## src/rtl/ic_pkg.sv

```systemverilog
// Package for the inversion counter: shared constants, defaults and the
// control structs passed between the top level and the merge sequencer.
// No dependencies.
package ic_pkg;

    localparam int MAX_ITEMS_DEF  = 4096;
    localparam int VALUE_BITS_DEF = 32;

    // Result field: saturating pair count plus the overflow flag
    localparam int          COUNT_W   = 23;
    localparam logic [22:0] COUNT_MAX = 23'h7FFFFF;
    localparam int          OUT_DW    = 24;

    // Top level to sequencer
    typedef struct packed {
        logic start;   // begin sorting the stored run
        logic ack;     // result taken, release the sequencer
    } t_seq_cmd;

    // Sequencer to top level
    typedef struct packed {
        logic busy;
        logic done;
    } t_seq_stat;

    // Buffer steering from the sequencer
    typedef struct packed {
        logic rd_src_b;   // source of the current pass is buffer B
        logic wr_en;      // write one merged element
        logic wr_dst_b;   // destination of the current pass is buffer B
    } t_mem_ctl;

endpackage

```

## src/rtl/ic_merge_seq.sv

```systemverilog
// Bottom-up merge sort sequencer with one shared compare unit and a
// saturating inversion accumulator. Ping-pongs between two buffers.
// Depends on ic_pkg.
module ic_merge_seq #(
    parameter  int MAX_ITEMS  = ic_pkg::MAX_ITEMS_DEF,
    parameter  int VALUE_BITS = ic_pkg::VALUE_BITS_DEF,
    localparam int AW         = $clog2(MAX_ITEMS),
    localparam int LW         = $clog2(MAX_ITEMS + 1)
) (
    input  logic                       i_clk,
    input  logic                       i_rst_n,
    input  ic_pkg::t_seq_cmd           i_cmd,
    input  logic [LW-1:0]              i_len,
    input  logic [VALUE_BITS-1:0]      i_rd_data,
    output logic [AW-1:0]              o_rd_addr,
    output logic [AW-1:0]              o_wr_addr,
    output logic [VALUE_BITS-1:0]      o_wr_data,
    output ic_pkg::t_mem_ctl           o_mem,
    output ic_pkg::t_seq_stat          o_stat,
    output logic [ic_pkg::COUNT_W-1:0] o_count
);

    localparam int PW = LW + 2;
    localparam int SW = ((ic_pkg::COUNT_W > LW) ? ic_pkg::COUNT_W : LW) + 1;

    localparam logic [2:0] S_IDLE  = 3'd0;
    localparam logic [2:0] S_PASS  = 3'd1;
    localparam logic [2:0] S_RUN   = 3'd2;
    localparam logic [2:0] S_INITL = 3'd3;
    localparam logic [2:0] S_CAPL  = 3'd4;
    localparam logic [2:0] S_CAPR  = 3'd5;
    localparam logic [2:0] S_STEP  = 3'd6;
    localparam logic [2:0] S_DONE  = 3'd7;

    logic [2:0]                  r_state, n_state;
    logic [LW-1:0]               r_len, n_len;
    logic [PW-1:0]               r_width, n_width;
    logic [PW-1:0]               r_lo, n_lo;
    logic [LW-1:0]               r_mid, n_mid;
    logic [LW-1:0]               r_hi, n_hi;
    logic [LW-1:0]               r_i, n_i;
    logic [LW-1:0]               r_j, n_j;
    logic [LW-1:0]               r_k, n_k;
    logic [VALUE_BITS-1:0]       r_left, n_left;
    logic [VALUE_BITS-1:0]       r_right, n_right;
    logic                        r_src_b, n_src_b;
    logic [ic_pkg::COUNT_W-1:0]  r_count, n_count;

    logic [PW-1:0]               w_len_ext;
    logic [PW-1:0]               w_lo_plus_w;
    logic [PW-1:0]               w_mid_plus_w;
    logic [LW-1:0]               w_mid_sel;
    logic [LW-1:0]               w_hi_sel;
    logic                        w_left_live;
    logic                        w_right_live;
    logic                        w_take_right;
    logic [LW-1:0]               w_i_inc;
    logic [LW-1:0]               w_j_inc;
    logic [LW-1:0]               w_remain;
    logic [SW-1:0]               w_sum;
    logic [ic_pkg::COUNT_W-1:0]  w_sat;
    logic                        w_wr_en;

    // Run bounds: clip each run end at the stored length
    assign w_len_ext    = PW'(r_len);
    assign w_lo_plus_w  = r_lo + r_width;
    assign w_mid_plus_w = PW'(r_mid) + r_width;
    assign w_mid_sel    = (w_lo_plus_w < w_len_ext) ? w_lo_plus_w[LW-1:0] : r_len;
    assign w_hi_sel     = (w_mid_plus_w < w_len_ext) ? w_mid_plus_w[LW-1:0] : r_len;

    // Shared compare: strictly greater left head yields to the right head
    assign w_left_live  = r_i < r_mid;
    assign w_right_live = r_j < r_hi;
    assign w_take_right = w_right_live &&
                          (!w_left_live || ($signed(r_left) > $signed(r_right)));

    assign w_i_inc  = r_i + LW'(1);
    assign w_j_inc  = r_j + LW'(1);
    assign w_remain = r_mid - r_i;
    assign w_sum    = SW'(r_count) + SW'(w_remain);
    assign w_sat    = (w_sum > SW'(ic_pkg::COUNT_MAX)) ? ic_pkg::COUNT_MAX
                                                       : w_sum[ic_pkg::COUNT_W-1:0];

    always_comb begin
        n_state   = r_state;
        n_len     = r_len;
        n_width   = r_width;
        n_lo      = r_lo;
        n_mid     = r_mid;
        n_hi      = r_hi;
        n_i       = r_i;
        n_j       = r_j;
        n_k       = r_k;
        n_left    = r_left;
        n_right   = r_right;
        n_src_b   = r_src_b;
        n_count   = r_count;
        o_rd_addr = r_i[AW-1:0];
        w_wr_en   = 1'b0;
        case (r_state)
            S_IDLE: begin
                if (i_cmd.start) begin
                    n_len   = i_len;
                    n_width = PW'(1);
                    n_src_b = 1'b0;
                    n_count = '0;
                    n_state = S_PASS;
                end
            end
            S_PASS: begin
                if (r_width >= w_len_ext) begin
                    n_state = S_DONE;
                end else begin
                    n_lo    = '0;
                    n_state = S_RUN;
                end
            end
            S_RUN: begin
                // Prefetch the left head of the run while bounds settle
                o_rd_addr = r_lo[AW-1:0];
                if (r_lo >= w_len_ext) begin
                    n_width = r_width << 1;
                    n_src_b = !r_src_b;
                    n_state = S_PASS;
                end else begin
                    n_mid   = w_mid_sel;
                    n_i     = r_lo[LW-1:0];
                    n_j     = w_mid_sel;
                    n_k     = r_lo[LW-1:0];
                    n_state = S_INITL;
                end
            end
            S_INITL: begin
                n_left    = i_rd_data;
                o_rd_addr = r_j[AW-1:0];
                n_hi      = w_hi_sel;
                n_state   = S_CAPR;
            end
            S_CAPL: begin
                n_left  = i_rd_data;
                n_state = S_STEP;
            end
            S_CAPR: begin
                n_right = i_rd_data;
                n_state = S_STEP;
            end
            S_STEP: begin
                if (!w_left_live && !w_right_live) begin
                    n_lo    = r_lo + (r_width << 1);
                    n_state = S_RUN;
                end else begin
                    w_wr_en = 1'b1;
                    n_k     = r_k + LW'(1);
                    if (w_take_right) begin
                        n_j       = w_j_inc;
                        o_rd_addr = w_j_inc[AW-1:0];
                        if (w_left_live) begin
                            n_count = w_sat;
                        end
                        n_state   = S_CAPR;
                    end else begin
                        n_i       = w_i_inc;
                        o_rd_addr = w_i_inc[AW-1:0];
                        n_state   = S_CAPL;
                    end
                end
            end
            S_DONE: begin
                if (i_cmd.ack) begin
                    n_state = S_IDLE;
                end
            end
            default: begin
                n_state = S_IDLE;
            end
        endcase
    end

    always_ff @(posedge i_clk) begin
        if (!i_rst_n) begin
            r_state <= S_IDLE;
        end else begin
            r_state <= n_state;
        end
    end

    always_ff @(posedge i_clk) begin
        r_len   <= n_len;
        r_width <= n_width;
        r_lo    <= n_lo;
        r_mid   <= n_mid;
        r_hi    <= n_hi;
        r_i     <= n_i;
        r_j     <= n_j;
        r_k     <= n_k;
        r_left  <= n_left;
        r_right <= n_right;
        r_src_b <= n_src_b;
        r_count <= n_count;
    end

    assign o_wr_addr      = r_k[AW-1:0];
    assign o_wr_data      = w_take_right ? r_right : r_left;
    assign o_mem.rd_src_b = r_src_b;
    assign o_mem.wr_en    = w_wr_en;
    assign o_mem.wr_dst_b = !r_src_b;
    assign o_stat.busy    = (r_state != S_IDLE);
    assign o_stat.done    = (r_state == S_DONE);
    assign o_count        = r_count;

endmodule

```

## config.mk

```make
export PLATFORM = sky130hd
export DESIGN_NAME = ic_merge_seq
export DESIGN_NICKNAME = d
export VERILOG_FILES = /design/src/rtl/ic_pkg.sv /design/src/rtl/ic_merge_seq.sv
export SDC_FILE = /design/constraint.sdc
export NUM_CORES = 1
export LEC_CHECK = 0
export BUFFER_PORTS_ARGS = -buffer_cell sky130_fd_sc_hd__buf_4
export CAP_MARGIN = 20
export CORE_MARGIN = 2
export CORE_UTILIZATION = 40
export CTS_CLUSTER_DIAMETER = 120
export DETAILED_ROUTE_END_ITERATION = 7
export GPL_TIMING_DRIVEN = 0
export PLACE_DENSITY = 0.54
export RECOVER_POWER = 50
export SKIP_CTS_REPAIR_TIMING = 1
export SYNTH_ARGS = -nofsm -noshare
export SYNTH_HDL_FRONTEND = slang
export SYNTH_SLANG_ARGS = --single-unit
```

## constraint.sdc

```tcl
create_clock -name i_clk -period 8.19 [get_ports i_clk]
set_clock_uncertainty 0.05 [all_clocks]
set_input_delay 0.819 -clock i_clk [delete_from_list [all_inputs] [get_ports i_clk]]
set_output_delay 0.819 -clock i_clk [all_outputs]
set_load 0.01 [all_outputs]
```

==> results of run 1 <==
worst paths after layout:
kind,start,cells after the start,endpoint
worst max register to register,r_i[0],22,o_count[14]
worst min register to register,r_src_b,1,r_src_b
worst max-delay path,r_i[0],22,o_count[14]
worst min-delay path,i_len[11],1,r_len[11]
synthesized netlist by cell type, types with 5 or more instances:
master,n
nand3_1,26
nor4_1,5
a31oi_1,19
nand2_1,105
buf_2,5
or3_1,9
xor2_1,34
a21oi_1,104
a21o_1,40
nand2b_1,11
a211oi_1,11
edfxtp_1,194
o21a_1,17
o221a_2,6
and2_1,6
nor3_1,22
o211ai_1,7
xnor2_1,53
fa_1,5
ha_1,162
clkbuf_1,29
inv_1,107
a2bb2oi_1,12
nand4_1,14
o21ai_0,120
nor2b_1,11
o21bai_1,6
nor2_1,101
and3_1,25
mux2_2,24
sequential cells by signal, summed over array words and instances, names as in the netlist:
signal	flops
r_i	13
r_len	13
r_left	32
r_k	12
r_src_b	1
r_lo	14
r_j	13
r_right	32
r_state	3
r_mid	13
r_hi	13
o_count	23
r_width	15
cell families (layout without fill, tap and decap cells):
group | after synthesis | count (layout) | synth area share, %
flops | 197 | 197 | 43.05
mux | 25 | 25 | 2.050
fa+ha+maj | 167 | 167 | 15.56
simple gates | 348 | 348 | 12.00
xor+xnor | 87 | 87 | 5.573
compound gates | 383 | 383 | 17.48
buf+inv | 151 | 321 | 4.301
layout make-up:
class	count	area, sq um	area share (%)
clock buffers	17	425.4	2.706
multi-input cells	1010	7209	45.85
flip-flops and latches	197	5886	37.43
plain buffers	42	178.9	1.138
inverters	109	409.1	2.602
clock inverters	15	209.0	1.329
repair buffers	138	844.6	5.372
well taps	448	560.5	3.565
routing by layer:
layer / track usage (%) / wire length, microns
met1: 30.69 / 17880
met2: 36.57 / 18280
met3: 5.690 / 2786
met4: 6.340 / 908
met5: 0 / 0
critical path, cell delays in order, from the launching register on:
cell and delay, ps:
edfxtp_1 600, ha_1 240, inv_1 60, fa_1 400
a21o_1 180, a21oi_1 230, o21bai_1 90, a21oi_1 210
o21ai_0 100, a21oi_1 290, o21bai_1 100, a21oi_1 180
xnor2_1 180, ha_1 300, a21oi_1 130, o21ai_0 90
a21oi_1 220, o21ai_0 220, and3_1 230, clkbuf_1 180
nand4_1 430, clkbuf_1 420, a21oi_1 120
metrics by stage:
step | setup WS, ps | power (mW) | area [sq um]
finish | 2652 | 5.042 | 15720
global route | 2200 | 5.450 | 15720
global placement | 2750 | 4.146 | 15220
CTS | 2670 | 5.109 | 15940
detailed placement | 2689 | 4.191 | 15310
floorplan | 3721 | 3.309 | 13670
power groups by stage:
stage          clock (mW)  combinational (mW)  sequential, mW
2_1_floorplan           0                1.76            1.55
3_3_place_gp            0                2.52            1.63
3_5_place_dp            0                2.57            1.62
4_1_cts             0.917                2.59            1.60
5_1_grt             0.953                2.87            1.63
6_report            0.892                2.55            1.60
==> summary.txt, run 1 <==
Fin util = 46.77%
Measured slew at the worst slew-check pin = 1416 ps
Post-synth top area share = 42.61%
Leakage power = 6.485 nW
Cell variety after synth = 66
Routed vias/inst = 5.491
Min Hold Slack = 498.9 ps
Final setup violation count = 0
Layout net count = 1731
Final Non-Filler Cells = 1976
Initial antenna violation count = 0
Vias in the first global route = 10800
Synthesized flop and latch total = 197
Yosys top cell by area = edfxtp_1
Final hold vios = 0
Layout cells sized above 1 = 11.19%
Crit. End Element = flop
Port bufs = 132
Total CTS buffers = 17
# DRC = 0
Fmax = 180.6 MHz
Switch share = 42.57%
Detail Route Antenna Nets = 0
First-pass GRT wire length = 61580 microns
Reg power frac = 31.8%
Crit share post-route = 67.61%
Asr flop ratio synth = 0%
Wirelength per Cell = 20.17 microns
Status = completed
Core area = 33620 sq um
Fillers = 3249
Switching pwr = 2.146 mW
EDFF count, synth = 194
RSZ-0062 raised after global routing = false
Max-Slew Margin vs Limit = 5.628%
Sequential element share of the synthesized area = 43.05%
R2r setup slk = 2650 ps
Mapped Cells = 1358
Setup TNS = 0 ps
Mean Syn Cell Area = 10.07 sq um
Top cells by area, synth = edfxtp_1 43%, ha_1 15%, o21ai_0 4.4%, a21oi_1 3.8%, xnor2_1 3.4%
Maxcap violations = 0
Die Y-Extent = 188.9 microns
Maximum clock path buffer count = 2
Rows = 67
DR iter-0 viols = 877
P_int = 2.896 mW
Slew Limit Fails = 0
Commonest non-fill, non-tap cell in the layout = edfxtp_1
Number of I/O pins = 133
Combinational Power Share = 50.5%
Commonest cells after routing, fill and taps aside = 194 x edfxtp_1, 162 x ha_1, 119 x o21ai_0, 107 x inv_1, 105 x nand2_1
Clock root cell = clkbuf_16
Ys Warns = 0
Critical Path Fanout Max = 10
Htree depth = 4
Final Critical Period = 5538 ps
Top FF cell, synth = edfxtp_1
All-Layer GR Usage = 22.81%
Placer Congestion = 0.9116
Clock slew at reported path FFs = 90 ps
Worst min path class = in2reg
Drt total wl = 39850 microns
Startpoint types = flop
Crit Path Category = reg2reg
CTS tree = built
Via count = 10850
Power per cell area = 320.7 nW/um^2
DR pass1 iterations = 5
Die area = 35680 sq um
Clk_lat worst skew = 460 ps
Clk sinks = 197
Clock share of power = 17.7%
Hpwl dp = 31610 microns
Syn nets = 1574
Required time worst endpoint = 8310 ps
Crit path DAT = 5660 ps
Remaining global-route overflow = 0
Chip width = 188.9 microns
Largest net degree at the start of global routing = 33
Initial core utilization = 40.67%
Placed Instances = 1944
Syn Std Cell Area = 13670 sq um
Antenna cells = 0
Area growth, synth to finish = 14.99%
Maximum vdd drop = 0.0001615 V
Power figures use the tool's default switching activity.
==> inputs of run 2 (changes only) <==
ABC_AREA = 1   (was not set)
PLACE_DENSITY = 0.53   (was 0.54)
clock period = 5.2 ns   (was 8.19 ns; I/O delays follow)
==> summary.txt, run 2 <==
Post-synthesis mux area share = 0%
Slowest cell on crit path = edfxtp_1
Cell variety after synth = 54
# DRC = 0
Initial antenna violation count = 0
Adder-cell share of the synthesized area = 14.75%
Worst R2R End = o_count[9]
Synthesized flop and latch total = 197
Slew Limit Fails = 53
Clock root cell = clkbuf_16
Leakage power = 7.390 nW
Ys Warns = 0
Mean Syn Cell Area = 8.837 sq um
Top FF cell, synth = edfxtp_1
Required time worst endpoint = 5320 ps
Fillers = 3584
Routed vias/inst = 5.155
Via count = 11660
Max-Slew Margin vs Limit = -15.94%
Top cells by area, synth = edfxtp_1 40%, ha_1 14%, nand2_1 7.7%, inv_1 5.9%, a21oi_1 4.9%
All-Layer GR Usage = 21.84%
Largest net degree at the start of global routing = 27
Design area = 16440 sq um
Hpwl dp = 32850 microns
CTS tree = built
Detail Route Antenna Nets = 0
Yosys top cell by area = edfxtp_1
Hold Path Origin = i_len[12]
Wirelength per Cell = 18.03 microns
Crit share post-route = 87.84%
Layout net count = 2005
Crit. End Element = flop
Sequential element share of the synthesized area = 40.81%
Clk sinks = 197
RSZ-0062 raised after global routing = false
Worst R2R Path Depth = 16
Core area = 35570 sq um
Crit Path Category = reg2reg
Simple-gate share of the synthesized area = 18.58%
Total CTS buffers = 17
Mapped Cells = 1632
Fmax = 218.9 MHz
Maxcap violations = 2
Htree depth = 4
Maximum vdd drop = 0.0003488 V
Status = complete, but fails checks
Placed Area = 16100 sq um
Initial core utilization = 40.54%
Die area = 37590 sq um
Commonest cells post-synth = 297 x nand2_1, 226 x inv_1, 194 x edfxtp_1
Syn nets = 1848
DR pass1 iterations = 5
Worst-path cell chain = ha_1 -> inv_1 -> fa_1 -> a21oi_1 -> o21ai_0 -> a221oi_1 -> o21ai_0 -> xor2_1 -> ha_1 -> a21oi_1 -> o21ai_0 -> a21oi_2 -> o21ai_4 -> nand4_4 -> buf_2 -> a21oi_1
Placer Congestion = 0.9395
Hold path endpoint = r_len[12]
Hold Crit Depth = 1
Final setup violation count = 0
Area growth, synth to finish = 13.98%
Post-synth top area share = 40.40%
Xor and xnor fraction of the mapped netlist area = 4.546%
Number of I/O pins = 133
Startpoint types = flop
Remaining global-route overflow = 0
CP peak stage delay = 530 ps
First-pass GRT wire length = 63530 microns
Crit path DAT = 4690 ps
Final Critical Period = 4568 ps
Final hold vios = 0
Min Hold Slack = 212.3 ps
Syn Std Cell Area = 14420 sq um
EDFF count, synth = 194
Port bufs = 132
Antenna cells = 0
Drt total wl = 40790 microns
Clk_lat worst skew = 460 ps
Power per cell area = 614.6 nW/um^2
Worst min path class = in2reg
Failing checks = max-capacitance violations, max-slew violations
Layout cells sized above 1 = 12.66%
Vias in the first global route = 11350
Asr flop ratio synth = 0%
Most common cell in the synthesized netlist = nand2_1
Reg2reg start = r_i[0]
Measured slew at the worst slew-check pin = 1739 ps
Commonest cells after routing, fill and taps aside = 297 x nand2_1, 226 x inv_1, 194 x edfxtp_1, 162 x ha_1, 140 x a21oi_1
Commonest non-fill, non-tap cell in the layout = nand2_1
Die Y-Extent = 193.9 microns
DR iter-0 viols = 825
Maximum clock path buffer count = 2
Rows = 69
Chip width = 193.9 microns
R2r setup slk = 630 ps
Area fraction in compound gates after synthesis = 13.51%
Critical Path Fanout Max = 10
Largest family of logic cells by synthesized area = simple AND/OR/NAND/NOR gates
Clock slew at reported path FFs = 70 ps
[run 2: changes by cell type after synthesis, sizes merged, moves of 12 or more]
cell / change
nand2: +227
inv: +121
nand3: +68
a21oi: +44
xnor2: -35
a21o: -32
and3: -24
mux2: -24
nand4: +24
xor2: +22
clkbuf: -14
a2bb2oi: -13
o21ai: +12
[run 2: logic make-up after synthesis]
family          after synthesis
xor+xnor                     74
buf+inv                     267
simple gates                599
compound gates              328
flops                       197
fa+ha+maj                   167
[run 2: how the worst max path moves through the flow]
stage / start / endpoint / slack, ps / cells after the start
3_5_place_dp: r_i[0] / o_count[9] / 670 / 16
2_1_floorplan: r_i[0] / o_count[18] / 1530 / 17
5_1_grt: r_i[0] / o_count[9] / 310 / 16
4_1_cts: r_i[0] / o_count[9] / 650 / 16
3_3_place_gp: r_state[2] / r_left[6] / -90 / 4
6_report: r_i[0] / o_count[9] / 630 / 16
[run 2: per-stage QoR]
stage               setup TNS [ps]  cells  power (mW)  setup slack (ps)  util (%)
finish                           0   2262       10.10             632.1     46.21
global route                     0   2262       11.01             308.2     46.21
CTS                              0   2262       10.23             650.4     46.89
detailed placement               0   2231       8.857             672.8     45.27
global placement             -2775   2225       8.723            -90.16     44.95
floorplan                        0   1632       6.847              1528         -
[run 2: metal layers]
metal / up-vias / part of all wire (%) / GRT usage [%]
met1: 5467 / 47 / 30.25
li1: 5917 / - / -
met3: 36 / 5.1 / 4.105
met2: 241 / 46 / 35.62
met4: 0 / 1.4 / 4.742
met5: - / 0 / 0
[run 2: where the power goes]
group	switching, mW	total, mW	internal, mW	leakage, nW
clock	0.630	1.34	0.713	0.274
combinational	3.78	5.96	2.18	5.29
sequential	0.430	2.80	2.37	1.83
[run 2: critical path, delay by kind of cell (launching register included)]
family                   cells  cell delay (ps)
AO/OA/AOI/OAI                9             1890
XOR/XNOR                     1              380
adder cells (fa/ha/maj)      3              950
buffers and inverters        2              320
flip-flops                   1              530
AND/OR/NAND/NOR              1              170
[run 2: area by class of cell]
class / instances / area, sq um / share of cell area (%)
inverter: 228 / 855.8 / 5.207
buffer: 39 / 269.0 / 1.637
multi-input combinational: 1168 / 7420 / 45.14
tap: 461 / 576.8 / 3.509
clock buffer: 18 / 429.2 / 2.611
sequential: 197 / 5886 / 35.81
clock inverter: 13 / 145.1 / 0.8830
timing repair buffer: 138 / 855.8 / 5.207
==> inputs of run 3 (changes only) <==
CORE_UTILIZATION = 50   (was 40)
MAX_ROUTING_LAYER = met4   (was not set)
PLACE_DENSITY = 0.65   (was 0.53)
==> summary.txt, run 3 (same netlist as run 2, synthesis figures left out) <==
CP peak stage delay = 460 ps
Maximum vdd drop = 0.0004485 V
Clk sinks = 197
Final Critical Period = 4490 ps
Measured slew at the worst slew-check pin = 1655 ps
Maximum clock path buffer count = 2
Failing checks = max-capacitance violations, max-slew violations
Largest net degree at the start of global routing = 27
Startpoint types = flop
Setup TNS = 0 ps
Die Y-Extent = 173.8 microns
Final Non-Filler Cells = 2187
Total CTS buffers = 17
Crit Path Category = reg2reg
Overall power = 10.14 mW
Critical Path Fanout Max = 10
Wirelength per Cell = 18.01 microns
Crit share post-route = 86.35%
Power per cell area = 619.0 nW/um^2
Status = complete, but fails checks
Initial antenna violation count = 0
Area growth, synth to finish = 13.53%
Worst min path class = in2reg
Commonest non-fill, non-tap cell in the layout = nand2_1
Core area = 28550 sq um
Initial core utilization = 50.52%
Layout cells sized above 1 = 12.76%
Remaining global-route overflow = 0
First-pass GRT wire length = 60820 microns
DR pass1 iterations = 6
Rows = 62
Die area = 30220 sq um
R2r setup slk = 710 ps
Placer Congestion = 0.9353
Routed vias/inst = 5.459
Drt total wl = 39390 microns
WP buf/inv = 3
Antenna cells = 0
Slew Limit Fails = 54
Via count = 11940
Register Area = 5886 sq um
Vias in the first global route = 11350
Fillers = 2703
Worst-path cell chain = inv_1 -> ha_1 -> inv_1 -> fa_1 -> a21oi_1 -> o21ai_0 -> a221oi_1 -> o21ai_0 -> xor2_1 -> ha_1 -> a21oi_1 -> o21ai_0 -> a21oi_2 -> o21ai_4 -> nand4_4 -> buf_2 -> a21oi_1
Layout net count = 2006
# DRC = 0
Maxcap violations = 2
Slowest cell on crit path = edfxtp_1
Hpwl dp = 31400 microns
Clock root cell = clkbuf_16
RSZ-0062 raised after global routing = false
Leakage power = 7.414 nW
Placed Instances = 2154
Number of I/O pins = 133
Fmax = 222.7 MHz
Clk_lat worst skew = 460 ps
Final hold vios = 0
Max-Slew Margin vs Limit = -10.32%
All-Layer GR Usage = 26.75%
Delay-heaviest family, CP = compound AO/OA/AOI/OAI gates
Crit. End Element = flop
Chip width = 173.8 microns
DR iter-0 viols = 1005
Clock slew at reported path FFs = 70 ps
Area of the multi-input gates = 7420 sq um
Final setup violation count = 0
Crit path DAT = 4610 ps
Commonest cells after routing, fill and taps aside = 297 x nand2_1, 226 x inv_1, 194 x edfxtp_1, 162 x ha_1, 140 x a21oi_1
Detail Route Antenna Nets = 0
Htree depth = 4
Required time worst endpoint = 5320 ps
Port bufs = 132
CTS tree = built
run 3: cell count changes in the layout (fill, tap and decap cells not counted):
cell / before / now
clkinv_4: 0 / 1
buf_8: 1 / 2
clkbuf_8: 0 / 1
inv_8: 2 / 4
clkinv_1: 1 / 0
clkbuf_1: 68 / 69
inv_6: 3 / 6
clkinv_8: 0 / 1
bufinv_16: 2 / 1
clkinvlp_4: 3 / 0
clkinv_2: 2 / 0
clkbuf_4: 38 / 37
run 3: per-layer routing:
metal,global-route usage [%],wire [microns]
met5,-,0
met2,43.23,18760
met3,3.531,2111
met4,6.863,731
met1,35.72,17790
run 3: layout make-up:
cell class / count / share of cell area [%]
Clock buffer: 19 / 2.705
Multi-Input combinational cell: 1168 / 45.32
Buffer: 39 / 1.643
Sequential cell: 197 / 35.95
Tap cell: 384 / 2.934
Inverter: 228 / 5.227
Clock inverter: 13 / 0.9323
Timing Repair Buffer: 139 / 5.296
run 3: power by group:
part | leakage [nW] | switching (mW) | internal [mW] | total [mW]
logic | 5.29 | 3.77 | 2.19 | 5.96
registers | 1.83 | 0.421 | 2.37 | 2.79
clock network | 0.294 | 0.676 | 0.703 | 1.38
run 3: metrics by stage:
stage | utilization, % | setup slack, ps | instance area, sq um | hold WS [ps]
final | 57.35 | 709.8 | 16370 | 216.6
after detailed placement | 56.07 | 692.6 | 16010 | 530.1
after floorplan | - | 1528 | 14420 | 462.7
after global placement | 55.67 | 48.28 | 15890 | 525.0
after global routing | 57.35 | 356.6 | 16370 | 202.3
after CTS | 58.16 | 678.5 | 16600 | 181.3
run 3: path summary, 6_finish.rpt:
check                 from    endpoint  depth (start not counted)
setup / recovery  r_mid[0]  o_count[7]                         17
setup reg to reg  r_mid[0]  o_count[7]                         17
hold / removal    i_len[9]    r_len[9]                          1
hold reg to reg    r_src_b     r_src_b                          1
